## config.mk

```make
export PLATFORM = sky130hd
export DESIGN_NAME = bounded_delay_value_buffer
export DESIGN_NICKNAME = d
export VERILOG_FILES = /design/src/bdvb_pkg.sv /design/src/bdvb_cell.sv /design/src/bdvb_chain.sv /design/src/bdvb_ctrl.sv /design/src/bounded_delay_value_buffer.sv
export SDC_FILE = /design/constraint.sdc
export NUM_CORES = 2
export LEC_CHECK = 0
export BUFFER_PORTS_ARGS = -buffer_cell sky130_fd_sc_hd__clkbuf_2
export CAP_MARGIN = 10
export CORE_MARGIN = 2
export CORE_UTILIZATION = 56
export CTS_CLUSTER_SIZE = 10
export DETAILED_ROUTE_END_ITERATION = 10
export GPL_TIMING_DRIVEN = 0
export PLACE_DENSITY = 0.76
export SYNTH_ARGS = -nofsm -noshare
export SYNTH_HDL_FRONTEND = slang
export SYNTH_HIERARCHICAL = 1
export SYNTH_SLANG_ARGS = --single-unit
```

## constraint.sdc

```tcl
create_clock -name clk_i -period 8.6 [get_ports clk_i]
set_clock_uncertainty 0.1 [all_clocks]
set_input_delay 1.72 -clock clk_i [delete_from_list [all_inputs] [get_ports clk_i]]
set_output_delay 1.72 -clock clk_i [all_outputs]
set_load 0.03 [all_outputs]
```

## src/bdvb_pkg.sv

```systemverilog
// Shared types, constants and helper functions of the bounded-delay value buffer.
package bdvb_pkg;

  localparam int BufferDepth = 16;
  localparam int ValueBits   = 16;
  localparam int SlackBits   = 8;
  localparam int OccW        = $clog2(BufferDepth + 1);
  localparam int CmpW        = (OccW > 5) ? OccW : 5;
  localparam int DropW       = 9;

  typedef enum logic {
    ReqArrival = 1'b0,
    ReqTick    = 1'b1
  } req_e;

  typedef enum logic [2:0] {
    OpHold,
    OpInsert,
    OpReplace,
    OpDecrement,
    OpCompact,
    OpPop
  } cell_op_e;

  typedef struct packed {
    logic                 valid;
    logic [ValueBits-1:0] value;
    logic [SlackBits-1:0] slack;
  } entry_t;

  typedef struct packed {
    cell_op_e             op;
    logic [ValueBits-1:0] value;
    logic [SlackBits-1:0] slack;
  } cell_ctl_t;

  typedef struct packed {
    logic                 any_lower;
    logic                 any_gap;
    logic                 head_valid;
    logic [ValueBits-1:0] head_value;
    logic [OccW-1:0]      occ_found;
  } chain_stat_t;

  localparam entry_t EntryTop  = '{valid: 1'b1, value: '1, slack: '1};
  localparam entry_t EntryNone = '{valid: 1'b0, value: '0, slack: '0};

  function automatic logic [31:0] sat_add32(input logic [31:0] a, input logic [31:0] b);
    logic [32:0] s;
    s = {1'b0, a} + {1'b0, b};
    return s[32] ? '1 : s[31:0];
  endfunction

  function automatic logic [47:0] sat_add48(input logic [47:0] a, input logic [47:0] b);
    logic [48:0] s;
    s = {1'b0, a} + {1'b0, b};
    return s[48] ? '1 : s[47:0];
  endfunction

endpackage

```

## src/bdvb_cell.sv

```systemverilog
// One cell of the sorted entry chain, holding a single buffer entry.
module bdvb_cell (
  input  logic               clk_i,
  input  logic               rst_ni,
  input  bdvb_pkg::cell_ctl_t ctl_i,
  input  bdvb_pkg::entry_t   left_i,
  input  bdvb_pkg::entry_t   right_i,
  output bdvb_pkg::entry_t   entry_o,
  output logic               lower_o,
  output logic               gap_o,
  output logic               bnd_o
);
  import bdvb_pkg::*;

  entry_t               entry_q, entry_d, new_entry;
  logic                 valid_q;
  logic [ValueBits-1:0] value_q;
  logic [SlackBits-1:0] slack_q;
  logic                 ge_own, ge_left;

  function automatic logic below_new(input entry_t e, input cell_ctl_t c);
    return (e.value < c.value) || ((e.value == c.value) && (e.slack < c.slack));
  endfunction

  assign entry_q   = '{valid: valid_q, value: value_q, slack: slack_q};
  assign new_entry = '{valid: 1'b1, value: ctl_i.value, slack: ctl_i.slack};
  assign ge_own    = entry_q.valid && !below_new(entry_q, ctl_i);
  assign ge_left   = left_i.valid && !below_new(left_i, ctl_i);

  always_comb begin
    entry_d = entry_q;
    unique case (ctl_i.op)
      OpHold: entry_d = entry_q;
      OpInsert: begin
        if (ge_own) begin
          entry_d = entry_q;
        end else if (ge_left) begin
          entry_d = new_entry;
        end else begin
          entry_d = left_i;
        end
      end
      OpReplace: begin
        if (ge_own) begin
          entry_d = entry_q;
        end else if (!entry_q.valid && left_i.valid) begin
          entry_d = entry_q;
        end else if (ge_left) begin
          entry_d = new_entry;
        end else begin
          entry_d = left_i;
        end
      end
      OpDecrement: begin
        if (entry_q.valid) begin
          if (entry_q.slack <= SlackBits'(1)) begin
            entry_d.valid = 1'b0;
          end else begin
            entry_d.slack = entry_q.slack - SlackBits'(1);
          end
        end
      end
      OpCompact: begin
        if (!entry_q.valid && right_i.valid) begin
          entry_d = right_i;
        end else if (entry_q.valid && !left_i.valid) begin
          entry_d.valid = 1'b0;
        end
      end
      OpPop: entry_d = right_i;
      default: entry_d = entry_q;
    endcase
  end

  always_ff @(posedge clk_i or negedge rst_ni) begin
    if (!rst_ni) begin
      valid_q <= 1'b0;
    end else begin
      valid_q <= entry_d.valid;
    end
  end

  always_ff @(posedge clk_i) begin
    value_q <= entry_d.value;
    slack_q <= entry_d.slack;
  end

  assign entry_o = entry_q;
  assign lower_o = entry_q.valid && (entry_q.value < ctl_i.value);
  assign gap_o   = !entry_q.valid && right_i.valid;
  assign bnd_o   = left_i.valid && !entry_q.valid;

endmodule

```

## src/bdvb_chain.sv

```systemverilog
// Row of entry cells, kept sorted from highest entry at the head to lowest at the tail.
module bdvb_chain (
  input  logic                  clk_i,
  input  logic                  rst_ni,
  input  bdvb_pkg::cell_ctl_t   ctl_i,
  output bdvb_pkg::chain_stat_t stat_o
);
  import bdvb_pkg::*;

  entry_t                 cells[BufferDepth];
  logic [BufferDepth-1:0] lower_vec;
  logic [BufferDepth-1:0] gap_vec;
  logic [BufferDepth-1:0] bnd_vec;
  logic [OccW-1:0]        occ;

  for (genvar g = 0; g < BufferDepth; g++) begin : g_cell
    entry_t left, right;
    if (g == 0) begin : g_head
      assign left = EntryTop;
    end else begin : g_mid
      assign left = cells[g-1];
    end
    if (g == BufferDepth - 1) begin : g_tail
      assign right = EntryNone;
    end else begin : g_body
      assign right = cells[g+1];
    end
    bdvb_cell u_cell (
      .clk_i   (clk_i),
      .rst_ni  (rst_ni),
      .ctl_i   (ctl_i),
      .left_i  (left),
      .right_i (right),
      .entry_o (cells[g]),
      .lower_o (lower_vec[g]),
      .gap_o   (gap_vec[g]),
      .bnd_o   (bnd_vec[g])
    );
  end

  always_comb begin
    occ = '0;
    for (int i = 0; i < BufferDepth; i++) begin
      if (bnd_vec[i]) begin
        occ = occ | OccW'(i);
      end
    end
    if (cells[BufferDepth-1].valid) begin
      occ = occ | OccW'(BufferDepth);
    end
  end

  assign stat_o.any_lower  = |lower_vec;
  assign stat_o.any_gap    = |gap_vec;
  assign stat_o.head_valid = cells[0].valid;
  assign stat_o.head_value = cells[0].value;
  assign stat_o.occ_found  = occ;

endmodule

```

## src/bdvb_ctrl.sv

```systemverilog
// Sequencer that steps the cell chain through arrivals and ticks and keeps the totals.
module bdvb_ctrl (
  input  logic                  clk_i,
  input  logic                  rst_ni,
  input  logic                  start,
  output logic                  busy,
  input  logic                  req_type_i,
  input  logic [7:0]            copy_count_i,
  input  logic [7:0]            pkt_slack_i,
  input  logic [15:0]           pkt_value_i,
  input  logic                  cfg_we_i,
  input  logic [4:0]            cfg_wdata_i,
  input  bdvb_pkg::chain_stat_t stat_i,
  output bdvb_pkg::cell_ctl_t   ctl_o,
  output logic                  done_o,
  output logic                  sent_o,
  output logic [15:0]           sent_value_o,
  output logic [7:0]            dropped_now_o,
  output logic [4:0]            occupancy_o,
  output logic [31:0]           total_arrived_o,
  output logic [31:0]           total_dropped_o,
  output logic [31:0]           total_sent_o,
  output logic [47:0]           total_sent_value_o
);
  import bdvb_pkg::*;

  typedef enum logic [4:0] {
    StIdle    = 5'b00001,
    StInsert  = 5'b00010,
    StDecr    = 5'b00100,
    StCompact = 5'b01000,
    StPop     = 5'b10000
  } state_e;

  state_e               state_q, state_d;
  logic [7:0]           copies_q, copies_d;
  logic [ValueBits-1:0] val_q, val_d;
  logic [SlackBits-1:0] slack_q, slack_d;
  logic [OccW-1:0]      occ_q, occ_d;
  logic [4:0]           cap_q;
  logic [DropW-1:0]     drops_q, drops_d;
  logic                 sent_q, sent_d;
  logic [ValueBits-1:0] sent_value_q, sent_value_d;
  logic [31:0]          arrived_q, arrived_d;
  logic [31:0]          dropped_q, dropped_d;
  logic [31:0]          sent_total_q, sent_total_d;
  logic [47:0]          sent_value_total_q, sent_value_total_d;
  logic                 done_q, done_d;
  cell_op_e             op;
  logic                 fin;
  logic                 has_room;

  assign has_room = (CmpW'(occ_q) < CmpW'(cap_q)) && (occ_q != OccW'(BufferDepth));

  always_comb begin
    state_d            = state_q;
    copies_d           = copies_q;
    val_d              = val_q;
    slack_d            = slack_q;
    occ_d              = occ_q;
    drops_d            = drops_q;
    sent_d             = sent_q;
    sent_value_d       = sent_value_q;
    arrived_d          = arrived_q;
    dropped_d          = dropped_q;
    sent_total_d       = sent_total_q;
    sent_value_total_d = sent_value_total_q;
    done_d             = 1'b0;
    op                 = OpHold;
    fin                = 1'b0;
    unique case (state_q)
      StIdle: begin
        if (start) begin
          drops_d      = '0;
          sent_d       = 1'b0;
          sent_value_d = '0;
          if (req_type_i == ReqTick) begin
            state_d = StDecr;
          end else begin
            copies_d  = copy_count_i;
            val_d     = ValueBits'(pkt_value_i);
            slack_d   = SlackBits'(pkt_slack_i);
            arrived_d = sat_add32(arrived_q, 32'(copy_count_i));
            state_d   = StInsert;
          end
        end
      end
      StInsert: begin
        if (copies_q == '0) begin
          fin = 1'b1;
        end else if (cap_q == '0) begin
          drops_d = drops_q + DropW'(copies_q);
          fin     = 1'b1;
        end else if (has_room) begin
          op       = OpInsert;
          occ_d    = occ_q + OccW'(1);
          copies_d = copies_q - 8'd1;
        end else if (stat_i.any_lower) begin
          op       = OpReplace;
          drops_d  = drops_q + DropW'(1);
          copies_d = copies_q - 8'd1;
        end else begin
          drops_d = drops_q + DropW'(copies_q);
          fin     = 1'b1;
        end
      end
      StDecr: begin
        op      = OpDecrement;
        state_d = StCompact;
      end
      StCompact: begin
        if (stat_i.any_gap) begin
          op = OpCompact;
        end else begin
          drops_d = DropW'(occ_q) - DropW'(stat_i.occ_found);
          occ_d   = stat_i.occ_found;
          state_d = StPop;
        end
      end
      StPop: begin
        if (stat_i.head_valid) begin
          op                 = OpPop;
          sent_d             = 1'b1;
          sent_value_d       = stat_i.head_value;
          occ_d              = occ_q - OccW'(1);
          sent_total_d       = sat_add32(sent_total_q, 32'd1);
          sent_value_total_d = sat_add48(sent_value_total_q, 48'(stat_i.head_value));
        end
        fin = 1'b1;
      end
      default: state_d = StIdle;
    endcase
    if (fin) begin
      dropped_d = sat_add32(dropped_q, 32'(drops_d));
      done_d    = 1'b1;
      state_d   = StIdle;
    end
  end

  always_ff @(posedge clk_i or negedge rst_ni) begin
    if (!rst_ni) begin
      state_q            <= StIdle;
      copies_q           <= '0;
      occ_q              <= '0;
      cap_q              <= 5'd16;
      drops_q            <= '0;
      sent_q             <= 1'b0;
      sent_value_q       <= '0;
      arrived_q          <= '0;
      dropped_q          <= '0;
      sent_total_q       <= '0;
      sent_value_total_q <= '0;
      done_q             <= 1'b0;
    end else begin
      state_q            <= state_d;
      copies_q           <= copies_d;
      occ_q              <= occ_d;
      drops_q            <= drops_d;
      sent_q             <= sent_d;
      sent_value_q       <= sent_value_d;
      arrived_q          <= arrived_d;
      dropped_q          <= dropped_d;
      sent_total_q       <= sent_total_d;
      sent_value_total_q <= sent_value_total_d;
      done_q             <= done_d;
      if (cfg_we_i) begin
        cap_q <= cfg_wdata_i;
      end
    end
  end

  always_ff @(posedge clk_i) begin
    val_q   <= val_d;
    slack_q <= slack_d;
  end

  assign busy               = (state_q != StIdle);
  assign ctl_o.op           = op;
  assign ctl_o.value        = val_q;
  assign ctl_o.slack        = slack_q;
  assign done_o             = done_q;
  assign sent_o             = sent_q;
  assign sent_value_o       = 16'(sent_value_q);
  assign dropped_now_o      = (drops_q > DropW'(255)) ? 8'hFF : drops_q[7:0];
  assign occupancy_o        = 5'(occ_q);
  assign total_arrived_o    = arrived_q;
  assign total_dropped_o    = dropped_q;
  assign total_sent_o       = sent_total_q;
  assign total_sent_value_o = sent_value_total_q;

endmodule

```

## src/bounded_delay_value_buffer.sv

```systemverilog
// Top level of the bounded-delay value buffer: sequencer and sorted cell chain.
//
// Holds up to 16 valued packets with deadlines in a chain of cells sorted from the
// highest entry to the lowest. A word is taken when start is high and busy is low;
// its single result appears for one cycle with done_o high and cannot be held off,
// so it must be captured in that cycle. An arrival word stores one copy per cycle
// and keeps busy high until all its copies are stored or the rest are refused. A
// tick word steps the chain through a decrement, compaction passes of the chain
// until no gap is left, and a pop; expired entries close up one cell per pass.
// The capacity register may be written only while busy is low.
module bounded_delay_value_buffer (
  input  logic        clk_i,
  input  logic        rst_ni,
  input  logic        start,
  output logic        busy,
  input  logic        req_type_i,
  input  logic [7:0]  copy_count_i,
  input  logic [7:0]  pkt_slack_i,
  input  logic [15:0] pkt_value_i,
  input  logic        cfg_we_i,
  input  logic [4:0]  cfg_wdata_i,
  output logic        done_o,
  output logic        sent_o,
  output logic [15:0] sent_value_o,
  output logic [7:0]  dropped_now_o,
  output logic [4:0]  occupancy_o,
  output logic [31:0] total_arrived_o,
  output logic [31:0] total_dropped_o,
  output logic [31:0] total_sent_o,
  output logic [47:0] total_sent_value_o
);
  import bdvb_pkg::*;

  cell_ctl_t   ctl;
  chain_stat_t stat;

  bdvb_ctrl u_ctrl (
    .clk_i              (clk_i),
    .rst_ni             (rst_ni),
    .start              (start),
    .busy               (busy),
    .req_type_i         (req_type_i),
    .copy_count_i       (copy_count_i),
    .pkt_slack_i        (pkt_slack_i),
    .pkt_value_i        (pkt_value_i),
    .cfg_we_i           (cfg_we_i),
    .cfg_wdata_i        (cfg_wdata_i),
    .stat_i             (stat),
    .ctl_o              (ctl),
    .done_o             (done_o),
    .sent_o             (sent_o),
    .sent_value_o       (sent_value_o),
    .dropped_now_o      (dropped_now_o),
    .occupancy_o        (occupancy_o),
    .total_arrived_o    (total_arrived_o),
    .total_dropped_o    (total_dropped_o),
    .total_sent_o       (total_sent_o),
    .total_sent_value_o (total_sent_value_o)
  );

  bdvb_chain u_chain (
    .clk_i  (clk_i),
    .rst_ni (rst_ni),
    .ctl_i  (ctl),
    .stat_o (stat)
  );

`ifndef SYNTHESIS
  a_busy_after_start : assert property (@(posedge clk_i) disable iff (!rst_ni)
    (start && !busy) |=> busy)
    else $error("busy did not rise after a word was taken");

  a_done_when_idle : assert property (@(posedge clk_i) disable iff (!rst_ni)
    done_o |-> !busy)
    else $error("result strobe while still busy");

  a_sent_counted : assert property (@(posedge clk_i) disable iff (!rst_ni)
    (done_o && sent_o) |-> (total_sent_o != 32'd0))
    else $error("packet sent but sent total is zero");

  a_occ_bounded : assert property (@(posedge clk_i) disable iff (!rst_ni)
    done_o |-> (occupancy_o <= 5'(BufferDepth)))
    else $error("occupancy beyond buffer depth");
`endif

endmodule

```

==> run metrics <==
Slew @ Worst Pin 1050 ps; die width 322 um; antenna violations before repair 3; ys async rst share 34.0%; final setup vio count 0; crit path max-delay cell type edfxtp_1; RSZ-0062 raised after global routing false; Total GRT Usage 33.4%; Yosys cell types 92; cells after synthesis 6181; slew margin rel. 29.3%; CTS sink cnt 618; CTS tree done; Worst EP arrival 8710 ps; drt pass-1 iters 8; share of layout cells above drive strength 1 9.13%; Root Driver clkbuf_16; final core occ 63.3%; sequential-to-total area share from yosys stat 30.9%; Total Routed Length 177000 um; CP max stage delay 1040 ps; NumNets Final 7475; CP endpoint kind flop; CP startpoint kind flop; CTS H-tree lvls 3; ys flop type edfxtp_1; Post-DRT Antenna Nets 0; HPWL after DPL 136000 um; core footprint 0.100 mm2; Final Cycle Share 96.3%; Final Max Tran Viols 0; PwrDens 271 mW/mm2; die footprint 0.104 mm2; Layout area overhead 11.8%; FF+latch count, synth 618; Yosys warning total 6; Die Ht 322 um; Vias/cell 6.39; max cap viols 0; Area after DPL 0.0610 mm2; I/O Pins 218; outcome complete, no violations; Final TNS setup 0 ps; fillers 8220; GRT overflow 0; Required @ worst endpoint 9030 ps; GP Congestion 0.939; via count 50878; CP cell instances buf_16, inv_1, ha_1, nand4_1, a2111oi_0, nor4_1, nor4_1, nand4_1, o21ai_1, a21oi_1, a311oi_1, o21ai_0, ha_1, a21o_1, or3_1, o21ba_2, o21ai_0, a21oi_4, nand4_1, mux2_1; Num CTS Buffers 78; type of the worst min-delay path flop to flop; first-pass GRT wire length 274000 um; EDFF count, synth 408; Most Frequent Cell on Critical Path nand4_1; ranking of synthesized cells by area edfxtp_1, ha_1, dfrtp_1; worst-path fanout max 18; Avg Cell Area, Syn 9.17 um2; Starting DRT DRC Count 5167; Hold-fix buffers, CTS 0; port bufs 216; Buf/Inv on CP 2; Clk pin slew, worst setup/hold paths 50 ps; clk buf depth 3; largest net degree at the start of global routing 100; Initial Util 56.6%; Yosys top cell area share 21.6%; family with the most delay on the worst path compound AO/OA/AOI/OAI gates; leakage 28.3 nW; WS Path Type flop to flop; DR WL/cell 22.2 um; worst hold margin 420 ps; Fin. Hold Viols 0; detailed-route DRC error count 0; worst-skew pair later-pin latency 670 ps; Row Count 116; Yosys top cell by area edfxtp_1; total power 17.2 mW; Tmin final 8280 ps; Peak Freq 121 MHz; vias in the first global route 48945; maximum VDD drop 0.230 mV; Cell Area, Synth 0.0567 mm2; Final Cell Area 0.0634 mm2
-- what timing repair did --
item                       in CTS  in global routing
setup endpoints to repair       0                  4
setup buffers                   0                  1
gates resized for setup         0                  0
-- final timing paths --
path | from | to | slack, ps | cells past startpoint
max | u_ctrl/val_q[12] | u_ctrl/total_dropped_o[30] | 320 | 20
min reg2reg | u_ctrl/total_sent_value_o[46] | u_ctrl/total_sent_value_o[46] | 420 | 1
max in group asynchronous | rst_ni | u_chain/g_cell[8].u_cell/valid_q | 6600 | 2
min | u_ctrl/total_sent_value_o[46] | u_ctrl/total_sent_value_o[46] | 420 | 1
max reg2reg | u_ctrl/val_q[12] | u_ctrl/total_dropped_o[30] | 320 | 20
min in group asynchronous | rst_ni | u_ctrl/total_sent_o[6] | 880 | 1
-- flip-flops by register name, summed over array words and instances (netlist names) --
| signal | cells |
|---|---|
| u_chain/g_cell.u_cell/value_q | 256 |
| u_chain/g_cell.u_cell/slack_q | 128 |
| u_ctrl/total_sent_value_o | 48 |
| u_ctrl/total_arrived_o | 32 |
| u_ctrl/total_dropped_o | 32 |
| u_ctrl/total_sent_o | 32 |
| u_chain/g_cell.u_cell/valid_q | 16 |
| u_ctrl/sent_value_o | 16 |
| u_ctrl/val_q | 16 |
| u_ctrl/drops_q | 9 |
| u_ctrl/copies_q | 8 |
| u_ctrl/slack_q | 8 |
| u_ctrl/cap_q | 5 |
| u_ctrl/occupancy_o | 5 |
| u_ctrl/state_q | 5 |
| u_ctrl/done_o | 1 |
| u_ctrl/sent_o | 1 |
-- layout make-up --
cell class              instances  area [um2]  area share [%]
well taps                    1298        1620            2.56
plain buffers                 214        1540            2.42
multi-input cells            4869       35900            56.7
inverters                     557        2090            3.30
flip-flops and latches        618       17500            27.6
clock inverters                17         173           0.272
clock buffers                 120        2230            3.52
diodes                          3        7.51          0.0118
repair buffers                264        2300            3.63
-- cells in the final DEF (no fill, tap or decap), drive strengths merged, types with 20 or more instances in the layout --
cell,n
o221ai,49
a21o,127
nor2,222
dfrtp,208
nand3,74
o211ai,27
or2,30
o21a,33
a21oi,393
ha,825
edfxtp,408
o22ai,35
or3,26
mux2,27
xnor2,87
buf,126
nand4,147
nand2b,101
a31oi,38
nor2b,109
a22oi,102
mux2i,388
a2111oi,50
nand2,603
o31a,20
o211a,20
o22a,25
and3,33
conb,79
nor3,147
a211oi,25
a21boi,35
and4,31
nor4,79
o21ai,590
xor2,85
inv,562
clkbuf,472
-- Yosys cell counts (18+ instances only) --
cell type and n:
nor4_2 18, a211oi_1 25, mux2i_1 388, mux2_2 25, a2111oi_0 50, o21ai_1 322, o31ai_1 19, o221ai_1 49
and3_1 31, dfrtp_1 208, nand3_1 74, edfxtp_1 408, nor2_1 222, xor2_1 85, ha_1 825, nand2b_1 101
a22oi_1 102, nand4_1 131, or3_1 26, nor2b_1 109, inv_1 557, o22ai_1 35, a31oi_1 37, nor3_1 146
a21o_1 127, o21a_1 32, nor4_1 60, buf_6 18, o21ai_0 265, nand2_1 603, or2_2 30, o211a_1 20
a21boi_0 18, a21oi_1 392, o31a_1 20, buf_12 32, xnor2_1 87, o22a_1 25, o211ai_1 26, and4_1 31
clkbuf_1 135
-- logic make-up after synthesis --
| group | share of synthesized area [%] |
|---|---|
| simple gates | 15.0 |
| xor+xnor | 2.66 |
| compound gates | 18.9 |
| mux | 7.39 |
| buf+inv | 6.40 |
| flops | 30.9 |
| other cells | 0.0133 |
| fa+ha+maj | 18.7 |
-- where the power goes --
part	switching [mW]	leakage (nW)	total (mW)	internal [mW]
Combinational	4.75	20.6	8.33	3.58
Sequential	1.37	6.50	5.70	4.33
Clock	1.35	1.18	3.17	1.82
Total	7.48	28.3	17.2	9.73
-- metrics by stage --
step	setup WS, ps	std cells
3_3_place_gp	-4830	7772
2_1_floorplan	1350	6258
4_1_cts	383	7956
3_5_place_dp	393	7819
5_1_grt	135	7957
6_report	316	7960
-- per-layer routing --
metal  share of wire (%)  vias up  GRT usage, %
li1                    -    23782             -
met1                  42    24149          44.7
met2                  43     2426          51.2
met3                 9.8      519          7.14
met4                 5.3        2          16.2
met5               0.031        -             0
(Power assumes the default switching activity.)
